$ cat config.mk
export PLATFORM = sky130hd
export DESIGN_NAME = task_scheduler_rr_priority
export DESIGN_NICKNAME = d
export VERILOG_FILES = /design/src/rtl/tsrr_pkg.sv /design/src/rtl/tsrr_table.sv /design/src/rtl/task_scheduler_rr_priority.sv
export SDC_FILE = /design/constraint.sdc
export NUM_CORES = 1
export LEC_CHECK = 0
export ABC_AREA = 0
export BUFFER_PORTS_ARGS = -buffer_cell sky130_fd_sc_hd__clkbuf_2
export CORE_MARGIN = 1.5
export CORE_UTILIZATION = 61
export CTS_CLUSTER_SIZE = 10
export DETAILED_ROUTE_END_ITERATION = 12
export GPL_TIMING_DRIVEN = 0
export PLACE_DENSITY = 0.8
export SYNTH_ARGS = -nofsm -noshare
export SYNTH_HDL_FRONTEND = slang
export SYNTH_HIERARCHICAL = 1
export SYNTH_SLANG_ARGS = --single-unit
$ cat constraint.sdc
create_clock -name clk -period 6 [get_ports clk]
set_input_delay 0.3 -clock clk [delete_from_list [all_inputs] [get_ports clk]]
set_output_delay 0.3 -clock clk [all_outputs]
set_load 0.01 [all_outputs]
$ cat src/rtl/tsrr_pkg.sv
// shared types, constants and codes for the round-robin / priority task scheduler
// no dependencies; used by the scheduler top level, its task table and its checker
package tsrr_pkg;

    localparam int SLOTS          = 8;
    localparam int SLOT_W         = 3;
    localparam int PRIO_W         = 8;
    localparam int COUNT_W        = 4;
    localparam int MODE_W         = 2;
    localparam int CFG_W          = 4;
    localparam int CFG_IDX_W      = 1;
    localparam int IN_DATA_W      = 16;
    localparam int OUT_DATA_W     = 8;
    localparam int USER_TASKS_DEF = 7;

    // task count register resets to the slot count
    localparam logic [COUNT_W-1:0] TASK_COUNT_RST = COUNT_W'(SLOTS);

    // register indexes on the configuration port
    localparam logic [CFG_IDX_W-1:0] REG_POLICY_MODE = 1'b0;
    localparam logic [CFG_IDX_W-1:0] REG_TASK_COUNT  = 1'b1;

    // item kinds carried in tuser
    localparam logic OP_WRITE    = 1'b0;
    localparam logic OP_SCHEDULE = 1'b1;

    typedef enum logic [MODE_W-1:0] {
        POLICY_RR      = 2'd0,
        POLICY_PRIO    = 2'd1,
        POLICY_RR_PRIO = 2'd2
    } tsrr_policy_t;

    typedef enum logic [3:0] {
        ST_IDLE,
        ST_NORM,
        ST_RR_SCAN,
        ST_PF_FIRST,
        ST_PF_SEEK,
        ST_PF_BEST,
        ST_PR_TOP,
        ST_PR_SCAN,
        ST_FINISH
    } tsrr_state_t;

    typedef struct packed {
        logic              ready;
        logic              idle;
        logic [PRIO_W-1:0] prio;
    } slot_entry_t;

    typedef struct packed {
        logic              en;
        logic [SLOT_W-1:0] addr;
        slot_entry_t       entry;
    } slot_wr_t;

endpackage

$ cat src/rtl/tsrr_table.sv
// task table: ready, idle-task and priority per slot, one write and one read port
// depends on tsrr_pkg
module tsrr_table (
    input  logic                        clk,
    input  logic                        rst_n,
    input  tsrr_pkg::slot_wr_t          wr,
    input  logic [tsrr_pkg::SLOT_W-1:0] rd_addr,
    output tsrr_pkg::slot_entry_t       rd_entry
);

    tsrr_pkg::slot_entry_t slot_reg [tsrr_pkg::SLOTS];

    always_ff @(posedge clk or negedge rst_n)
    begin
        if (!rst_n)
        begin
            for (int i = 0; i < tsrr_pkg::SLOTS; i++)
            begin
                slot_reg[i] <= '0;
            end
        end
        else if (wr.en)
        begin
            slot_reg[wr.addr] <= wr.entry;
        end
    end

    assign rd_entry = slot_reg[rd_addr];

endmodule

$ cat src/rtl/task_scheduler_rr_priority.sv
// top level of the task scheduler: stream ports, config registers, scan sequencer
// depends on tsrr_pkg and tsrr_table
//
// A write item (tuser low) stores ready, idle-task and priority into one slot
// and gives no result. A schedule item (tuser high) is worked through by a small
// sequencer that reads one table slot per cycle through a single read port and
// one compare/increment unit. It accepts the item, folds the running slot into
// the ring of n slots by repeated subtraction, runs the policy scan and then
// loads the output register: round-robin scans up to USER_TASKS slots, highest
// priority reads 1 + up to n slots to find a ready one plus up to n to compare
// priorities, round-robin within highest priority reads n slots for the top
// priority plus up to n for the search. The input side stays ready while an
// earlier result still waits on the output register.
module task_scheduler_rr_priority #(
    parameter int USER_TASKS = tsrr_pkg::USER_TASKS_DEF
) (
    input  logic                            clk,
    input  logic                            rst_n,
    // input stream
    input  logic                            s_tvalid,
    output logic                            s_tready,
    // tdata: task_slot[2:0], is_ready[3], is_idle_task[4], prio[12:5], zero
    input  logic [tsrr_pkg::IN_DATA_W-1:0]  s_tdata,
    // tuser: opcode[0]
    input  logic                            s_tuser,
    // result stream
    output logic                            m_tvalid,
    input  logic                            m_tready,
    // tdata: next_task[2:0], zero
    output logic [tsrr_pkg::OUT_DATA_W-1:0] m_tdata,
    // configuration write port
    input  logic                            cfg_we,
    input  logic [tsrr_pkg::CFG_IDX_W-1:0]  cfg_index,
    input  logic [tsrr_pkg::CFG_W-1:0]      cfg_wdata
);

    localparam int SLOT_W   = tsrr_pkg::SLOT_W;
    localparam int COUNT_W  = tsrr_pkg::COUNT_W;
    localparam int PRIO_W   = tsrr_pkg::PRIO_W;
    // scan counter covers both the round-robin window and the slot count
    localparam int SCAN_MAX = (USER_TASKS > tsrr_pkg::SLOTS) ? USER_TASKS : tsrr_pkg::SLOTS;
    localparam int CNT_W    = $clog2(SCAN_MAX + 1);
    localparam logic [CNT_W-1:0] RR_LAST = CNT_W'(USER_TASKS - 1);

    // control and configuration registers
    tsrr_pkg::tsrr_state_t     state_reg, state_next;
    logic [tsrr_pkg::MODE_W-1:0] policy_reg;
    logic [COUNT_W-1:0]        task_count_reg;
    logic [SLOT_W-1:0]         running_reg, running_next;
    logic                      m_valid_reg, m_valid_next;

    // working registers of the scan
    logic [SLOT_W-1:0]         p_reg, p_next;
    logic [CNT_W-1:0]          cnt_reg, cnt_next;
    logic [PRIO_W-1:0]         best_reg, best_next;
    logic [SLOT_W-1:0]         res_reg, res_next;
    logic [SLOT_W-1:0]         m_data_reg, m_data_next;

    // table access
    tsrr_pkg::slot_wr_t        tbl_wr;
    tsrr_pkg::slot_entry_t     entry;
    logic [SLOT_W-1:0]         rd_addr;

    // shared unit signals
    logic [COUNT_W-1:0]        n_eff;
    logic [CNT_W-1:0]          n_cnt;
    logic [SLOT_W-1:0]         p_inc;
    logic                      usable;
    logic                      norm_ge;
    logic                      in_xfer;
    logic                      out_free;

    // slot count clamped to 1..8
    always_comb
    begin
        priority if (task_count_reg == '0)
            n_eff = COUNT_W'(1);
        else if (task_count_reg > COUNT_W'(tsrr_pkg::SLOTS))
            n_eff = COUNT_W'(tsrr_pkg::SLOTS);
        else
            n_eff = task_count_reg;
    end

    assign n_cnt    = CNT_W'(n_eff);
    // p_reg is already below n here, so the wrap is a single compare
    assign p_inc    = (COUNT_W'(p_reg) + COUNT_W'(1) == n_eff) ? '0 : p_reg + SLOT_W'(1);
    assign norm_ge  = COUNT_W'(p_reg) >= n_eff;
    assign usable   = entry.ready && !entry.idle;
    assign in_xfer  = s_tvalid && s_tready;
    assign out_free = !m_valid_reg || m_tready;

    assign s_tready = (state_reg == tsrr_pkg::ST_IDLE);
    assign m_tvalid = m_valid_reg;
    assign m_tdata  = {{(tsrr_pkg::OUT_DATA_W - SLOT_W){1'b0}}, m_data_reg};

    // slot write on a write transfer
    assign tbl_wr.en          = in_xfer && (s_tuser == tsrr_pkg::OP_WRITE);
    assign tbl_wr.addr        = s_tdata[2:0];
    assign tbl_wr.entry.ready = s_tdata[3];
    assign tbl_wr.entry.idle  = s_tdata[4];
    assign tbl_wr.entry.prio  = s_tdata[12:5];

    // one read address per cycle, picked by the sequencer
    always_comb
    begin
        unique case (state_reg)
            tsrr_pkg::ST_PF_FIRST: rd_addr = running_reg;
            tsrr_pkg::ST_PF_BEST,
            tsrr_pkg::ST_PR_TOP:   rd_addr = cnt_reg[SLOT_W-1:0];
            default:               rd_addr = p_inc;
        endcase
    end

    tsrr_table u_table (
        .clk      (clk),
        .rst_n    (rst_n),
        .wr       (tbl_wr),
        .rd_addr  (rd_addr),
        .rd_entry (entry)
    );

    // next state
    always_comb
    begin
        state_next = state_reg;
        unique case (state_reg)
            tsrr_pkg::ST_IDLE:
            begin
                if (in_xfer && (s_tuser == tsrr_pkg::OP_SCHEDULE))
                    state_next = tsrr_pkg::ST_NORM;
            end
            tsrr_pkg::ST_NORM:
            begin
                if (!norm_ge)
                begin
                    unique case (policy_reg)
                        tsrr_pkg::POLICY_PRIO:    state_next = tsrr_pkg::ST_PF_FIRST;
                        tsrr_pkg::POLICY_RR_PRIO: state_next = tsrr_pkg::ST_PR_TOP;
                        default:                  state_next = tsrr_pkg::ST_RR_SCAN;
                    endcase
                end
            end
            tsrr_pkg::ST_RR_SCAN:
            begin
                if (usable || (cnt_reg == RR_LAST))
                    state_next = tsrr_pkg::ST_FINISH;
            end
            tsrr_pkg::ST_PF_FIRST:
            begin
                state_next = entry.ready ? tsrr_pkg::ST_PF_BEST : tsrr_pkg::ST_PF_SEEK;
            end
            tsrr_pkg::ST_PF_SEEK:
            begin
                priority if (entry.ready)
                    state_next = tsrr_pkg::ST_PF_BEST;
                else if (cnt_reg == n_cnt - CNT_W'(1))
                    state_next = tsrr_pkg::ST_FINISH;
            end
            tsrr_pkg::ST_PF_BEST:
            begin
                if (cnt_reg >= n_cnt - CNT_W'(1))
                    state_next = tsrr_pkg::ST_FINISH;
            end
            tsrr_pkg::ST_PR_TOP:
            begin
                if (cnt_reg == n_cnt - CNT_W'(1))
                    state_next = tsrr_pkg::ST_PR_SCAN;
            end
            tsrr_pkg::ST_PR_SCAN:
            begin
                if ((usable && (entry.prio == best_reg)) || (cnt_reg == n_cnt))
                    state_next = tsrr_pkg::ST_FINISH;
            end
            tsrr_pkg::ST_FINISH:
            begin
                if (out_free)
                    state_next = tsrr_pkg::ST_IDLE;
            end
            default: state_next = tsrr_pkg::ST_IDLE;
        endcase
    end

    // datapath and outputs
    always_comb
    begin
        p_next       = p_reg;
        cnt_next     = cnt_reg;
        best_next    = best_reg;
        res_next     = res_reg;
        running_next = running_reg;
        m_data_next  = m_data_reg;
        m_valid_next = m_valid_reg && !m_tready;
        unique case (state_reg)
            tsrr_pkg::ST_IDLE:
            begin
                p_next = running_reg;
            end
            tsrr_pkg::ST_NORM:
            begin
                // fold the running slot into 0..n-1 by repeated subtraction
                if (norm_ge)
                    p_next = SLOT_W'(COUNT_W'(p_reg) - n_eff);
                cnt_next  = '0;
                best_next = '0;
            end
            tsrr_pkg::ST_RR_SCAN:
            begin
                p_next   = p_inc;
                cnt_next = cnt_reg + CNT_W'(1);
                res_next = usable ? p_inc : '0;
            end
            tsrr_pkg::ST_PF_FIRST:
            begin
                // the running slot itself is checked first, even beyond n
                if (entry.ready)
                begin
                    res_next  = running_reg;
                    best_next = entry.prio;
                    cnt_next  = CNT_W'(1);
                end
            end
            tsrr_pkg::ST_PF_SEEK:
            begin
                p_next = p_inc;
                if (entry.ready)
                begin
                    res_next  = p_inc;
                    best_next = entry.prio;
                    cnt_next  = CNT_W'(1);
                end
                else
                begin
                    res_next = '0;
                    cnt_next = cnt_reg + CNT_W'(1);
                end
            end
            tsrr_pkg::ST_PF_BEST:
            begin
                // strictly higher priority wins, scanning slots 1..n-1
                if ((cnt_reg < n_cnt) && entry.ready && (entry.prio > best_reg))
                begin
                    res_next  = cnt_reg[SLOT_W-1:0];
                    best_next = entry.prio;
                end
                cnt_next = cnt_reg + CNT_W'(1);
            end
            tsrr_pkg::ST_PR_TOP:
            begin
                if (usable && (entry.prio > best_reg))
                    best_next = entry.prio;
                cnt_next = (cnt_reg == n_cnt - CNT_W'(1)) ? CNT_W'(1) : cnt_reg + CNT_W'(1);
            end
            tsrr_pkg::ST_PR_SCAN:
            begin
                // n steps around the ring: the last one lands on the start slot,
                // which is the only candidate left for the lowest-index fallback
                p_next   = p_inc;
                cnt_next = cnt_reg + CNT_W'(1);
                res_next = (usable && (entry.prio == best_reg)) ? p_inc : '0;
            end
            tsrr_pkg::ST_FINISH:
            begin
                if (out_free)
                begin
                    m_valid_next = 1'b1;
                    m_data_next  = res_reg;
                    running_next = res_reg;
                end
            end
            default:
            begin
                p_next = p_reg;
            end
        endcase
    end

    // control registers
    always_ff @(posedge clk or negedge rst_n)
    begin
        if (!rst_n)
        begin
            state_reg      <= tsrr_pkg::ST_IDLE;
            running_reg    <= '0;
            m_valid_reg    <= 1'b0;
            policy_reg     <= tsrr_pkg::POLICY_RR;
            task_count_reg <= tsrr_pkg::TASK_COUNT_RST;
        end
        else
        begin
            state_reg   <= state_next;
            running_reg <= running_next;
            m_valid_reg <= m_valid_next;
            if (cfg_we)
            begin
                unique case (cfg_index)
                    tsrr_pkg::REG_POLICY_MODE: policy_reg     <= cfg_wdata[tsrr_pkg::MODE_W-1:0];
                    tsrr_pkg::REG_TASK_COUNT:  task_count_reg <= cfg_wdata[COUNT_W-1:0];
                    default:                   policy_reg     <= policy_reg;
                endcase
            end
        end
    end

    // payload registers
    always_ff @(posedge clk)
    begin
        p_reg      <= p_next;
        cnt_reg    <= cnt_next;
        best_reg   <= best_next;
        res_reg    <= res_next;
        m_data_reg <= m_data_next;
    end

endmodule

Yosys cells after proc, flatten, opt, wreduce, memory -nomap -nowiden
Cells that the tools add are included.
Storage, ports and cells
  bits in registers: 115
  input port bits: 27
  logic and storage cells: 153
Cells by class
  equality and inequality tests: 28
  $add $sub $neg: 5
  mux-type cells: 40
  reductions and logical operators: 34
  bitwise gates (word level): 4
  order comparisons: 8
Operators with widths (count)
  80-bit bitwise mux: 1
  4-bit two-way mux: 14
  4-bit case mux with 9 select lines: 1
  8-bit case mux with 4 select lines: 1
  10-bit binary-select mux with 3-bit select: 1
  10-bit demux with 3-bit select: 1
  10-bit two-way mux: 3
  8-bit two-way mux: 3
  3-bit two-way mux: 7
  4-bit by 3-bit equality test with 1-bit output (second input constant): 5
  2-bit inequality test (second input constant): 10
  4-bit case mux with 5 select lines: 1
  3-bit case mux with 5 select lines: 1
  4-bit equality test: 3
  3-bit case mux with 2 select lines: 2
  1-bit logical AND: 10
  2-bit AND reduction: 5
  5-bit nonzero test: 2
  3-bit case mux with 3 select lines: 1
  4-bit by 2-bit equality test with 1-bit output (second input constant): 2
  8-bit equality test: 1
  4-bit >= comparator (second input constant): 2
  8-bit > comparator: 1
  4-bit zero test: 2
  other kinds (28): 39

Logic depth before layout (Yosys ltp)
Gate-level depths: netlist of the first run.
  word-level depth: 16
  gate-level depth with buffers: 19
  mapped depth without buffers: 18

Hierarchy
The synthesis of the first run kept the hierarchy.
By module, submodules not included
  tsrr_table: area an instance 3694.8 µm², sequential area each 2001.9 µm², times used 1, cells each 210
  task_scheduler_rr_priority: area an instance 2615.0 µm², sequential area each 982.2 µm², times used 1, cells each 291

Worst setup path before layout of the first run
OpenSTA, ideal clock, no wires.
  path type: register -> register
  from: register p_reg[0]
  to: register best_reg[0], enable pin
  clock period less this slack: 4.960 ns
  arrival time: 4.574 ns
  slack: 1.040 ns
  buffers on the path: 1
  cell stages (with the launch flop): 18
  setup time: 0.386 ns
  cells stage by stage: edfxtp_1 > ha_1 > xor2_1 > xnor2_1 > nor2_1 > a21oi_1 > inv_1 > o221ai_1 > buf_6 > mux4_1 > mux2_2 > ha_1 > nor2b_1 > o211ai_1 > a21oi_1 > a2111oi_0 > or4_1 > a211oi_1
RTL lines
  from (decl): RTL line task_scheduler_rr_priority.sv:53  | logic [SLOT_W-1:0] p_reg, p_next;
  from (signal assigned): RTL line task_scheduler_rr_priority.sv:307  | p_reg <= p_next;
  to (signal assigned): RTL line task_scheduler_rr_priority.sv:309  | best_reg <= best_next;
  to (decl): RTL line task_scheduler_rr_priority.sv:55  | logic [PRIO_W-1:0] best_reg, best_next;

==> results_tabular.tex, run 1 <==
\begin{tabular}{lr}
\hline
Metric & Value \\
\hline
\multicolumn{2}{l}{\textbf{Global route}} \\
\quad Via count of the first global-routing pass & between 4000 and 5000 \\
\quad Total global routing overflow & 0 \\
\quad Initial antenna violation count & 0 \\
\quad Total Routing Usage GR & 0.274 \\
\quad Maximum number of pins on one net before global-route repair & 70 \\
\quad Global-route wire length before repair & between 20 and 25 mm \\
\multicolumn{2}{l}{\textbf{Drt}} \\
\quad Remaining design rule violation count & 0 \\
\quad Antenna-violating nets left & 0 \\
\quad Via count of the routed design & approximately 4300 \\
\quad Violation count after the first detailed-routing iteration & approximately 360 \\
\quad Number of search-and-repair iterations in the first detailed-routing pass & 5 \\
\quad Total wire length & 14.1 mm \\
\quad DR WL/cell & around 20 um \\
\quad Routed vias/inst & about 6.2 \\
\multicolumn{2}{l}{\textbf{Placed design}} \\
\quad RePlAce Congestion & between 0.9 and 1 \\
\quad Instance area after placement & about 0.0067 mm\^{}2 \\
\quad Pre-CTS WS & -0.0160 ns \\
\quad Placed wire-length estimate after detailed placement & roughly 9.5 mm \\
\quad Number of buffer cells added on primary ports & 28 \\
\multicolumn{2}{l}{\textbf{Pwr}} \\
\quad Total power & roughly 4.4 mW \\
\quad Leakage power & $\sim$3.4 nW \\
\quad Power per cell area & slightly above 600 mW/mm\^{}2 \\
\quad Maximum vdd ir drop & around 0.00032 V \\
\multicolumn{2}{l}{\textbf{Die}} \\
\quad Total die area & approximately 0.011 mm\^{}2 \\
\quad Area of the core & between 0.009 and 0.01 mm\^{}2 \\
\quad Die W & roughly 100 um \\
\quad Starting utilization of the core area & 0.637 \\
\quad Core Rows & 36 \\
\quad Boundary pin count & 37 \\
\quad Vertical extent of the die & $\sim$100 um \\
\multicolumn{2}{l}{\textbf{Critical path}} \\
\quad Critical path launch point type & flip-flop \\
\quad Data arrival time of the critical path & just under 6 ns \\
\quad Crit-path max FO & 10 \\
\quad Element type at the critical path end & flip-flop \\
\quad Path type of the worst setup path & flip-flop to flip-flop \\
\quad Required @ worst endpoint & approximately 6.1 ns \\
\multicolumn{2}{l}{\textbf{Clocking}} \\
\quad CTS max path bufs & 2 \\
\quad Root Buffer Master & sky130\_fd\_sc\_hd\_\_clkbuf\_8 \\
\quad CTS Sinks & roughly 120 \\
\quad Number of levels the H-tree was split into & 4 \\
\quad Clock Latency Late Sink & around 0.51 ns \\
\quad Clock tree from TritonCTS & done \\
\quad Num CTS Buffers & 17 \\
\quad Clock transition at the registers of the reported paths & around 0.06 ns \\
\multicolumn{2}{l}{\textbf{Logic synthesis}} \\
\quad Async set-reset flop share out of synthesis & 0.817 \\
\quad Largest area contributor in the synthesized netlist & sky130\_fd\_sc\_hd\_\_dfrtp\_1 \\
\quad Share of the yosys chip area belonging to registers & 0.473 \\
\quad Ys Warns & 6 \\
\quad Fraction of synthesized cell area taken by the top area cell type & 0.369 \\
\quad Avg Inst Size Synth & between 10 and 15 um\^{}2 \\
\quad Cells after synthesis & between 500 and 600 \\
\quad Count of state elements after synthesis & 115 \\
\quad Post-synthesis cell area & 0.00631 mm\^{}2 \\
\quad Unique masters post-synth & 56 \\
\quad Leading post-synthesis cells by cell area & sky130\_fd\_sc\_hd\_\_dfrtp\_1 (37\%), sky130\_fd\_sc\_hd\_\_mux2\_2 (17\%), sky130\_fd\_sc\_hd\_\_edfxtp\_1 (10\%), sky130\_fd\_sc\_hd\_\_mux4\_1 (8.3\%), sky130\_fd\_sc\_hd\_\_ha\_1 (4.8\%) \\
\quad Count of flip-flops with a built-in enable after synthesis & 21 \\
\quad Dominant synthesized flop cell & sky130\_fd\_sc\_hd\_\_dfrtp\_1 \\
\multicolumn{2}{l}{\textbf{STA}} \\
\quad Worst setup slack after layout & 0.323 ns \\
\quad Headroom to the max-slew limit & 0.352 \\
\quad Final clock period utilization by the worst path & 0.946 \\
\quad Worst slew pin tran & 0.948 ns \\
\quad Shortest period the worst path allows & between 5 and 6 ns \\
\quad Sum of negative setup slack & 0 ns \\
\quad Number of failing hold endpoints at the final stage & 0 \\
\quad Final max-slew violation count & 0 \\
\quad Unrepaired setup endpoints after global routing & no \\
\quad Clock tree skew after final layout & around 0.0089 ns \\
\quad Count of endpoints failing setup in the final report & 0 \\
\quad F\_max & approximately 180 MHz \\
\multicolumn{2}{l}{\textbf{Min path}} \\
\quad Worst hold path type & input pin to flip-flop \\
\multicolumn{2}{l}{\textbf{Finish}} \\
\quad Most frequent standard cell in the layout excluding fill and tap cells & sky130\_fd\_sc\_hd\_\_mux2\_2 \\
\quad Most frequent cells in the layout & sky130\_fd\_sc\_hd\_\_mux2\_2 (96), sky130\_fd\_sc\_hd\_\_dfrtp\_1 (93), sky130\_fd\_sc\_hd\_\_nor2\_1 (36) \\
\quad Post-Route Utilization & 0.734 \\
\quad Number of antenna diodes & 0 \\
\quad Final std cell area, no fill & 0.00727 mm\^{}2 \\
\quad Share of final-layout standard cells stronger than drive strength 1 & 0.328 \\
\quad Final layout net count & $\sim$610 \\
\quad Max reg flops & 80 \\
\quad Area Growth Syn to Fin & 15.2\% \\
\multicolumn{2}{l}{\textbf{Job}} \\
\quad Max-capacitance violation count & 0 \\
\multicolumn{2}{l}{\textbf{Outcome}} \\
\quad Run status & finished clean \\
\hline
\end{tabular}
power breakdown:
part           total [mW]  leakage, nW  switching, mW  internal [mW]
clock                1.00        0.297          0.387          0.617
combinational        2.02         1.69           1.05          0.965
sequential           1.42         1.43          0.212           1.21
metrics by stage:
| stage | instances | hold slack [ns] |
|---|---|---|
| floorplan | 505 | 0.00441 |
| global placement | 666 | 0.435 |
| detailed placement | 667 | 0.278 |
| CTS | 700 | 0.0154 |
| global route | 700 | 0.0150 |
| finish | 700 | 0.0278 |
cells by family after synthesis:
logic type,synth area share
xor gates and xnor gates,0.0125
and+or+nand+nor,0.107
buffers and inverters,0.0359
other,0.00119
DFF,0.473
muxes,0.261
adders and majority gates,0.0508
AOI/OAI and AO/OA,0.0585
cells in the mapped netlist, types with 9 or more instances:
master and instances:
sky130_fd_sc_hd__mux2_2 96, sky130_fd_sc_hd__dfrtp_1 93, sky130_fd_sc_hd__nor2_1 36, sky130_fd_sc_hd__nand2_1 29
sky130_fd_sc_hd__ha_1 24, sky130_fd_sc_hd__edfxtp_1 21, sky130_fd_sc_hd__inv_1 21, sky130_fd_sc_hd__mux4_1 20
sky130_fd_sc_hd__a21oi_1 19, sky130_fd_sc_hd__and2_1 10, sky130_fd_sc_hd__buf_2 10, sky130_fd_sc_hd__o21ai_0 10
sky130_fd_sc_hd__nand3_1 9
per-layer routing:
| layer | GRT usage | up-vias | share of wire |
|---|---|---|---|
| met5 | 0 | - | 0 |
| met4 | 0.0959 | 0 | 0.019 |
| met3 | 0.0630 | 24 | 0.063 |
| met2 | 0.439 | 166 | 0.48 |
| met1 | 0.370 | 2205 | 0.44 |
| li1 | - | 1949 | - |
path summary, 6_finish.rpt:
kind	startpoint	endpoint	slack, ns	cells after the start
worst max register to register	task_count_reg[3]$_DFFE_PN1P_	best_reg[0]$_SDFFCE_PN0P_	0.32	17
max in group asynchronous	rst_n	u_table/slot_reg[26]$_DFFE_PN0P_	5.06	3
worst min-delay path	cfg_wdata[2]	task_count_reg[2]$_DFFE_PN0P_	0.03	2
worst max-delay path	task_count_reg[3]$_DFFE_PN1P_	best_reg[0]$_SDFFCE_PN0P_	0.32	17
min in group asynchronous	rst_n	u_table/slot_reg[19]$_DFFE_PN0P_	0.28	2
worst min register to register	res_reg[0]$_DFFE_PP_	m_data_reg[0]$_DFFE_PP_	0.45	0
timing repair:
item / 4_1_cts / 5_1_grt
hold endpoints to repair: 24 / 0
hold buffers: 1 / 0
setup buffers: 0 / 0
resized for setup: 1 / 0
setup endpoints to repair: 8 / 0
area by class of cell:
| class | instances | area [um^2] |
|---|---|---|
| Clock buffer | 18 | 428 |
| Multi-Input combinational cell | 342 | 3120 |
| Sequential cell | 115 | 2980 |
| Clock inverter | 14 | 166 |
| Inverter | 21 | 78.8 |
| Fill cell | 669 | 2640 |
| Tap cell | 133 | 166 |
| Timing Repair Buffer | 30 | 180 |
| Buffer | 27 | 148 |
worst max-delay path, stage by stage (launching register included):
cell and delay, ns:
sky130_fd_sc_hd__dfstp_2 0.58, sky130_fd_sc_hd__nand2b_1 0.13, sky130_fd_sc_hd__clkbuf_1 0.28, sky130_fd_sc_hd__xnor2_1 0.20, sky130_fd_sc_hd__nor2_1 0.07, sky130_fd_sc_hd__a21oi_1 0.32
sky130_fd_sc_hd__inv_1 0.08, sky130_fd_sc_hd__o221ai_1 0.35, sky130_fd_sc_hd__buf_6 0.25, sky130_fd_sc_hd__mux4_1 0.57, sky130_fd_sc_hd__mux2_2 0.32, sky130_fd_sc_hd__ha_1 0.31
sky130_fd_sc_hd__nor2b_1 0.14, sky130_fd_sc_hd__o211ai_1 0.09, sky130_fd_sc_hd__a21oi_1 0.13, sky130_fd_sc_hd__a2111oi_0 0.13, sky130_fd_sc_hd__or4_1 0.62, sky130_fd_sc_hd__a211oi_2 0.72
No activity file was read; power rests on OpenSTA's default activity.
==> run 2, diff against run 1 <==
CORE_MARGIN = 5   (was 1.5)
SETUP_SLACK_MARGIN = 0.5   (was not set)
clock period = 6.49 ns   (was 6 ns; I/O delays follow)
==> run 2 against run 1 <==
Against the previous run:
- clock power shrank 16%
- via count is 1.3% lower
- clock skew increased by 0.00080 ns
- cell count increased by 0.43%
- wire length grew 1.0%
- sequential power decreased by 7%
- first-iteration DRC count increased by 2.5%
- largest power group unchanged
==> results_tabular.tex, run 2 (synthesis results as in run 1) <==
\begin{tabular}{lr}
\hline
Metric & Value \\
\hline
\multicolumn{2}{l}{\textbf{Finish}} \\
\quad Share of final-layout standard cells stronger than drive strength 1 & 0.323 (-0.00529) \\
\quad Fill cell count & 710 (+6.1\%) \\
\quad Area Growth Syn to Fin & 14.4\% \\
\quad Most frequent standard cell in the layout excluding fill and tap cells & sky130\_fd\_sc\_hd\_\_mux2\_2 \\
\quad Max reg flops & 80 (unchanged) \\
\quad Number of antenna diodes & 0 (unchanged) \\
\quad Final layout net count & 606 (unchanged) \\
\quad Most frequent cells in the layout & sky130\_fd\_sc\_hd\_\_mux2\_2 (96), sky130\_fd\_sc\_hd\_\_dfrtp\_1 (93), sky130\_fd\_sc\_hd\_\_nor2\_1 (36) \\
\multicolumn{2}{l}{\textbf{Drt}} \\
\quad DR WL/cell & 20.2 um (+0.60\%) \\
\quad Antenna-violating nets left & 0 (unchanged) \\
\quad Remaining design rule violation count & 0 (unchanged) \\
\quad Via count of the routed design & 4287 (-1.3\%) \\
\quad Met3 wire length & 630 um (-29\%) \\
\quad Violation count after the first detailed-routing iteration & 366 (+2.5\%) \\
\quad Detailed-routing wirelength on met1 & 6.24 mm (+1.8\%) \\
\quad Routed vias/inst & 6.10 (-1.7\%) \\
\quad Total wire length & 14.2 mm (+1.0\%) \\
\quad Number of search-and-repair iterations in the first detailed-routing pass & 5 (unchanged) \\
\quad Highest layer used for signal routing & met4 \\
\quad Routed length on met2 & 7.14 mm (+5.5\%) \\
\multicolumn{2}{l}{\textbf{Clocking}} \\
\quad Clock Latency Late Sink & 0.52 ns (about the same) \\
\quad Root Buffer Master & sky130\_fd\_sc\_hd\_\_clkbuf\_8 \\
\quad Clock transition at the registers of the reported paths & 0.05 ns (about the same) \\
\quad Clock tree from TritonCTS & done \\
\quad Num CTS Buffers & 17 (unchanged) \\
\quad Number of levels the H-tree was split into & 4 (unchanged) \\
\quad CTS Sinks & 115 (unchanged) \\
\quad CTS max path bufs & 2 (unchanged) \\
\multicolumn{2}{l}{\textbf{Placed design}} \\
\quad RePlAce Congestion & 0.927 (-4.5\%) \\
\quad Number of buffer cells added on primary ports & 28 (unchanged) \\
\quad Placed wire-length estimate after detailed placement & 9.34 mm (-1.8\%) \\
\multicolumn{2}{l}{\textbf{Critical path}} \\
\quad Required @ worst endpoint & 6.63 ns (+0.50 ns) \\
\quad Path type of the worst setup path & flip-flop to flip-flop \\
\quad Critical path launch point type & flip-flop \\
\quad Element type at the critical path end & flip-flop \\
\quad Crit-path max FO & 10 (unchanged) \\
\quad Data arrival time of the critical path & 5.69 ns (-0.12 ns) \\
\multicolumn{2}{l}{\textbf{Pwr}} \\
\quad Maximum vdd ir drop & 0.000285 V (-11\%) \\
\quad Logic pwr share & 0.463 (+0.009) \\
\quad Sequential cell fraction of total power & 0.328 (+0.009) \\
\quad Total internal power & 2.53 mW (-9.1\%) \\
\quad Power per cell area & 555 mW/mm\^{}2 (-9.0\%) \\
\quad Leakage power & 3.39 nW (-0.85\%) \\
\quad Switching power total & 1.48 mW (-11\%) \\
\quad Clock share of power & 0.209 (-0.017) \\
\quad Switching share of total power & 0.368 (-0.00378) \\
\multicolumn{2}{l}{\textbf{STA}} \\
\quad Shortest period the worst path allows & 5.54 ns (-0.133 ns) \\
\quad Final max-slew violation count & 0 (unchanged) \\
\quad Hold WS & 0.0502 ns (+0.0224 ns) \\
\quad Final clock period utilization by the worst path & 0.854 (-0.0919) \\
\quad Count of endpoints failing setup in the final report & 0 (unchanged) \\
\quad Headroom to the max-slew limit & 0.510 (+0.158) \\
\quad Sum of negative setup slack & 0 ns (unchanged) \\
\quad Clock tree skew after final layout & 0.00974 ns (+0.000804 ns) \\
\quad Unrepaired setup endpoints after global routing & no \\
\quad Worst slew pin tran & 0.735 ns (-0.213 ns) \\
\quad F\_max & 180 MHz (+2.4\%) \\
\quad Number of failing hold endpoints at the final stage & 0 (unchanged) \\
\multicolumn{2}{l}{\textbf{Global route}} \\
\quad Global-route wire length before repair & 23.6 mm (+3.0\%) \\
\quad Total Routing Usage GR & 0.242 (-0.0326) \\
\quad Initial antenna violation count & 0 (unchanged) \\
\quad Total global routing overflow & 0 (unchanged) \\
\quad Maximum number of pins on one net before global-route repair & 61 (-13\%) \\
\quad Via count of the first global-routing pass & 4454 (+0.75\%) \\
\multicolumn{2}{l}{\textbf{Die}} \\
\quad Area of the core & 0.0102 mm\^{}2 (+2.8\%) \\
\quad Vertical extent of the die & 112 um (+6.7\%) \\
\quad Core Rows & 37 (+2.8\%) \\
\quad Die W & 112 um (+6.7\%) \\
\quad Total die area & 0.0125 mm\^{}2 (+14\%) \\
\quad Boundary pin count & 37 (unchanged) \\
\quad Starting utilization of the core area & 0.620 (-0.0172) \\
\multicolumn{2}{l}{\textbf{Job}} \\
\quad Max-capacitance violation count & 0 (unchanged) \\
\multicolumn{2}{l}{\textbf{Outcome}} \\
\quad Run status & finished clean \\
\multicolumn{2}{l}{\textbf{Min path}} \\
\quad Worst hold path type & input pin to flip-flop \\
\hline
\end{tabular}
## run 2: changes by cell type in the layout (fill, tap and decap cells not counted), sizes merged
cell,previous run,this run
clkbuf,53,57
inv,30,21
clkinvlp,0,1
clkinv,3,8
bufinv,2,1
## run 2: critical path: stages, from the launching register on
cell	delay, ns
sky130_fd_sc_hd__dfstp_2	0.59
sky130_fd_sc_hd__nand2b_1	0.12
sky130_fd_sc_hd__clkbuf_1	0.31
sky130_fd_sc_hd__xnor2_1	0.21
sky130_fd_sc_hd__nor2_1	0.06
sky130_fd_sc_hd__a21oi_1	0.28
sky130_fd_sc_hd__inv_1	0.09
sky130_fd_sc_hd__o221ai_1	0.35
sky130_fd_sc_hd__buf_6	0.26
sky130_fd_sc_hd__mux4_1	0.59
sky130_fd_sc_hd__mux2_2	0.31
sky130_fd_sc_hd__ha_1	0.30
sky130_fd_sc_hd__nor2b_1	0.14
sky130_fd_sc_hd__o211ai_1	0.09
sky130_fd_sc_hd__a21oi_1	0.15
sky130_fd_sc_hd__a2111oi_0	0.10
sky130_fd_sc_hd__or4_1	0.59
sky130_fd_sc_hd__a211oi_2	0.65
## run 2: power by group through the flow
stage	logic [mW]	clock network, mW	registers, mW
4_1_cts	1.84	0.853	1.31
5_1_grt	2.04	0.895	1.35
2_1_floorplan	1.39	0	1.24
6_report	1.85	0.839	1.32
3_3_place_gp	1.73	0	1.28
3_5_place_dp	1.80	0	1.31
## run 2: metal layers
| metal | up-vias | global-route usage |
|---|---|---|
| met5 | - | 0 |
| met4 | 0 | 0.0746 |
| met3 | 21 | 0.0489 |
| met2 | 128 | 0.394 |
| met1 | 2185 | 0.329 |
| li1 | 1953 | - |
## run 2: worst paths after layout
path	endpoint	slack (ns)	startpoint	cells past startpoint
max in group asynchronous	u_table/slot_reg[34]$_DFFE_PN0P_	5.49	rst_n	3
hold reg to reg	m_data_reg[0]$_DFFE_PP_	0.46	res_reg[0]$_DFFE_PP_	0
setup / recovery	best_reg[3]$_SDFFCE_PN0P_	0.95	task_count_reg[3]$_DFFE_PN1P_	17
hold / removal	task_count_reg[2]$_DFFE_PN0P_	0.05	cfg_wdata[2]	2
min in group asynchronous	u_table/slot_reg[9]$_DFFE_PN0P_	0.35	rst_n	2
setup reg to reg	best_reg[3]$_SDFFCE_PN0P_	0.95	task_count_reg[3]$_DFFE_PN1P_	17
## run 2: timing repair
| action | 4_1_cts | 5_1_grt |
|---|---|---|
| setup buffers | 0 | 0 |
| resized for setup | 0 | 1 |
| hold buffers | 1 | 0 |
| endpoints found under the setup margin | 0 | 8 |
| hold endpoints to repair | 33 | 0 |
## run 2: stage by stage
stage / util / std cells / worst slack (ns) / cell area [um^2] / power [mW]
after floorplan: - / 505 / 1.53 / 6320 / 2.63
after global placement: 0.651 / 669 / 0.725 / 6640 / 3.01
after detailed placement: 0.654 / 670 / 0.562 / 6670 / 3.11
after CTS: 0.708 / 703 / 0.527 / 7210 / 4.00
after global routing: 0.709 / 703 / 0.598 / 7220 / 4.28
final: 0.709 / 703 / 0.946 / 7220 / 4.01
## run 2: layout make-up
class / instances / area, um^2 / area share
Buffer: 27 / 148 / 0.0205
Clock buffer: 22 / 453 / 0.0627
Clock inverter: 10 / 85.1 / 0.0118
Inverter: 21 / 78.8 / 0.0109
Multi-Input combinational cell: 342 / 3120 / 0.432
Sequential cell: 115 / 2980 / 0.413
Tap cell: 136 / 170 / 0.0236
Timing Repair Buffer: 30 / 180 / 0.0250
==> run 3, diff against run 2 <==
--- a/config.mk
+++ b/config.mk
@@ -9,9 +9,9 @@
 export BUFFER_PORTS_ARGS = -buffer_cell sky130_fd_sc_hd__clkbuf_2
 export CORE_MARGIN = 5
-export CORE_UTILIZATION = 61
+export CORE_UTILIZATION = 55
 export CTS_CLUSTER_SIZE = 10
 export DETAILED_ROUTE_END_ITERATION = 12
 export GPL_TIMING_DRIVEN = 0
-export PLACE_DENSITY = 0.8
+export PLACE_DENSITY = 0.76
 export SETUP_SLACK_MARGIN = 0.5
 export SYNTH_ARGS = -nofsm -noshare
==> constraint.sdc (replaced) <==
create_clock -name clk -period 4.95 [get_ports clk]
set_input_delay 0.99 -clock clk [delete_from_list [all_inputs] [get_ports clk]]
set_output_delay 0.99 -clock clk [all_outputs]
set_load 0.01 [all_outputs]
==> run 3 against run 2 <==
Against the previous run:
- sequential share of layout area decreased by 2.7 points
- flip-flop and latch count unchanged
- clock skew decreased by 0.0040 ns
- final area increased by 7.1%
- clock power increased by 51%
- worst hold slack improved by 0.41 ns
- die area increased by 9.9%
- cell count increased by 4.0%
- critical path type unchanged
- largest cell class unchanged
- highest routed layer unchanged
==> results_tabular.tex, run 3 (synthesis results as in run 1) <==
\begin{tabular}{lr}
\hline
Metric & Value \\
\hline
\multicolumn{2}{l}{\textbf{Outcome}} \\
\quad Run status & finished clean \\
\multicolumn{2}{l}{\textbf{Finish}} \\
\quad Area of the multi-input gates & 0.00332 mm\^{}2 (+6.4\%) \\
\quad Most frequent standard cell in the layout excluding fill and tap cells & sky130\_fd\_sc\_hd\_\_dfrtp\_1 \\
\quad Max reg flops & 80 (unchanged) \\
\quad Final layout net count & 629 (+3.8\%) \\
\quad Fill cell count & 830 (+17\%) \\
\quad Final cell count without fillers & 731 (+4.0\%) \\
\quad Number of antenna diodes & 0 (unchanged) \\
\quad Share of final-layout standard cells stronger than drive strength 1 & 0.427 (+0.104) \\
\quad Register Area & 0.00298 mm\^{}2 (unchanged) \\
\quad Most frequent cells in the layout & sky130\_fd\_sc\_hd\_\_dfrtp\_1 (93), sky130\_fd\_sc\_hd\_\_mux2\_2 (91), sky130\_fd\_sc\_hd\_\_nor2\_1 (30) \\
\quad Area Growth Syn to Fin & 22.5\% \\
\multicolumn{2}{l}{\textbf{Pwr}} \\
\quad Power per cell area & 789 mW/mm\^{}2 (+42\%) \\
\quad Maximum vdd ir drop & 0.000382 V (+34\%) \\
\quad Leakage power & 3.57 nW (+5.1\%) \\
\multicolumn{2}{l}{\textbf{STA}} \\
\quad Final clock period utilization by the worst path & 0.956 (+0.102) \\
\quad Headroom to the max-slew limit & 0.558 (+0.0474) \\
\quad Count of endpoints failing setup in the final report & 0 (unchanged) \\
\quad Clock tree skew after final layout & 0.00577 ns (-0.00397 ns) \\
\quad Hold WS & 0.459 ns (+0.409 ns) \\
\quad Worst slew pin tran & 0.664 ns (-0.0711 ns) \\
\quad Final max-slew violation count & 0 (unchanged) \\
\quad Shortest period the worst path allows & 4.73 ns (-0.812 ns) \\
\quad Sum of negative setup slack & 0 ns (unchanged) \\
\quad Unrepaired setup endpoints after global routing & yes \\
\quad Number of failing hold endpoints at the final stage & 0 (unchanged) \\
\quad F\_max & 211 MHz (+17\%) \\
\multicolumn{2}{l}{\textbf{Critical path}} \\
\quad Crit-path max FO & 7 (-3) \\
\quad Path type of the worst setup path & flip-flop to flip-flop \\
\quad Critical path launch point type & flip-flop \\
\quad Number of cells on the worst reg-to-reg path & 16 (-1) \\
\quad Element type at the critical path end & flip-flop \\
\quad Setup slack of the worst register-to-register path & 0.22 ns (-0.73 ns) \\
\quad Data arrival time of the critical path & 4.80 ns (-0.89 ns) \\
\quad Required @ worst endpoint & 5.01 ns (-1.62 ns) \\
\quad Worst reg2reg startpoint & p\_reg[0]\$\_DFFE\_PP\_ \\
\quad Reg-to-Reg End & res\_reg[0]\$\_DFFE\_PP\_ \\
\multicolumn{2}{l}{\textbf{Die}} \\
\quad Die W & 117 um (+4.8\%) \\
\quad Core Rows & 39 (+5.4\%) \\
\quad Vertical extent of the die & 117 um (+4.8\%) \\
\quad Total die area & 0.0137 mm\^{}2 (+9.9\%) \\
\quad Area of the core & 0.0113 mm\^{}2 (+11\%) \\
\quad Boundary pin count & 37 (unchanged) \\
\quad Starting utilization of the core area & 0.557 (-0.0622) \\
\multicolumn{2}{l}{\textbf{Placed design}} \\
\quad Placed wire-length estimate after detailed placement & 9.70 mm (+3.8\%) \\
\quad RePlAce Congestion & 0.918 (-0.90\%) \\
\quad Number of buffer cells added on primary ports & 28 (unchanged) \\
\quad Cell count after placement & 677 (+1.0\%) \\
\multicolumn{2}{l}{\textbf{Global route}} \\
\quad Maximum number of pins on one net before global-route repair & 50 (-18\%) \\
\quad Initial antenna violation count & 0 (unchanged) \\
\quad Total Routing Usage GR & 0.240 (-0.00111) \\
\quad Via count of the first global-routing pass & 4622 (+3.8\%) \\
\quad Total global routing overflow & 0 (unchanged) \\
\quad Global-route wire length before repair & 24.6 mm (+4.1\%) \\
\multicolumn{2}{l}{\textbf{Clocking}} \\
\quad CTS max path bufs & 2 (unchanged) \\
\quad CTS Sinks & 115 (unchanged) \\
\quad Root Buffer Master & sky130\_fd\_sc\_hd\_\_clkbuf\_16 \\
\quad Clock Latency Late Sink & 0.41 ns (-0.11 ns) \\
\quad Clock transition at the registers of the reported paths & 0.05 ns (about the same) \\
\quad Number of levels the H-tree was split into & 4 (unchanged) \\
\quad Num CTS Buffers & 17 (unchanged) \\
\quad Clock tree from TritonCTS & done \\
\quad Total of hold buffers inserted after clock tree synthesis & 0 (-1) \\
\multicolumn{2}{l}{\textbf{Drt}} \\
\quad Via count of the routed design & 4356 (+1.6\%) \\
\quad Remaining design rule violation count & 0 (unchanged) \\
\quad DR WL/cell & 20.7 um (+2.6\%) \\
\quad Number of search-and-repair iterations in the first detailed-routing pass & 5 (unchanged) \\
\quad Violation count after the first detailed-routing iteration & 217 (-41\%) \\
\quad Routed vias/inst & 5.96 (-2.3\%) \\
\quad Total wire length & 15.1 mm (+6.7\%) \\
\quad Antenna-violating nets left & 0 (unchanged) \\
\multicolumn{2}{l}{\textbf{Job}} \\
\quad Max-capacitance violation count & 0 (unchanged) \\
\multicolumn{2}{l}{\textbf{Min path}} \\
\quad Min-Delay Startpoint & res\_reg[1]\$\_DFFE\_PP\_ \\
\quad Worst hold path type & flip-flop to flip-flop \\
\quad Endpoint, Worst Hold & m\_data\_reg[1]\$\_DFFE\_PP\_ \\
\quad Hold Path Cell Cnt & 0 (-2) \\
\hline
\end{tabular}
==> run 3: changes by cell type in the layout (fill, tap and decap cells not counted), sizes merged <==
cell / delta
buf: +26
bufinv: +2
clkbuf: -2
clkinv: -5
dlygate4sd3: -1
inv: +1
==> run 3: routing by layer <==
layer | part of all wire | global-route usage | wire length [um]
met3 | 0.052 | 0.0648 | 781
met1 | 0.42 | 0.305 | 6320
met5 | 0 | 0 | 0
met2 | 0.50 | 0.398 | 7650
met4 | 0.026 | 0.0887 | 391
==> run 3: critical path: stages (launching register included) <==
cell and delay [ns]:
sky130_fd_sc_hd__edfxtp_1 0.43, sky130_fd_sc_hd__ha_4 0.21, sky130_fd_sc_hd__xor2_4 0.16, sky130_fd_sc_hd__xnor2_2 0.22, sky130_fd_sc_hd__nor2_2 0.06, sky130_fd_sc_hd__a21oi_2 0.20, sky130_fd_sc_hd__inv_2 0.07, sky130_fd_sc_hd__o221ai_4 0.27
sky130_fd_sc_hd__buf_8 0.19, sky130_fd_sc_hd__mux4_1 0.55, sky130_fd_sc_hd__mux2_2 0.32, sky130_fd_sc_hd__ha_1 0.34, sky130_fd_sc_hd__o211ai_1 0.12, sky130_fd_sc_hd__a21oi_2 0.23, sky130_fd_sc_hd__a2111oi_4 0.07, sky130_fd_sc_hd__or4_4 0.54
sky130_fd_sc_hd__a2111oi_4 0.42
==> run 3: where the power goes <==
part           switching, mW  internal (mW)
registers              0.280           1.46
logic                   1.49           1.59
clock network          0.415          0.854
==> run 3: worst max-delay path by stage <==
stage	depth (start not counted)	to	startpoint	slack (ns)
floorplan	17	best_reg[0]$_SDFFCE_PN0P_	p_reg[0]$_DFFE_PP_	0.51
global placement	17	best_reg[4]$_SDFFCE_PN0P_	task_count_reg[3]$_DFFE_PN1P_	-0.06
detailed placement	17	best_reg[5]$_SDFFCE_PN0P_	task_count_reg[3]$_DFFE_PN1P_	-0.13
CTS	17	res_reg[0]$_DFFE_PP_	p_reg[1]$_DFFE_PP_	0.22
global route	17	res_reg[0]$_DFFE_PP_	p_reg[0]$_DFFE_PP_	0.03
finish	16	res_reg[0]$_DFFE_PP_	p_reg[0]$_DFFE_PP_	0.22
==> run 3: timing repair <==
item                                    in CTS  in global routing
cloned                                       1                  0
pin swaps                                   13                 13
endpoints found under the setup margin      18                 18
setup buffers                               14                  9
gates resized for setup                     41                 26
==> run 3: through the flow <==
stage / utilization / setup WS (ns) / power (mW) / cell area [um^2]
finish: 0.683 / 0.218 / 6.10 / 7730
global route: 0.683 / 0.0289 / 6.47 / 7730
CTS: 0.671 / 0.220 / 5.85 / 7600
detailed placement: 0.593 / -0.133 / 4.14 / 6710
global placement: 0.590 / -0.0555 / 4.01 / 6680
floorplan: - / 0.512 / 3.48 / 6360
==> run 3: layout make-up <==
type | instances | area share
Tap cell | 143 | 0.0232
Inverter | 21 | 0.0102
Buffer | 27 | 0.0230
Clock inverter | 8 | 0.0159
Timing Repair Buffer | 53 | 0.0479
Clock buffer | 22 | 0.0641
Multi-Input combinational cell | 342 | 0.430
Sequential cell | 115 | 0.386
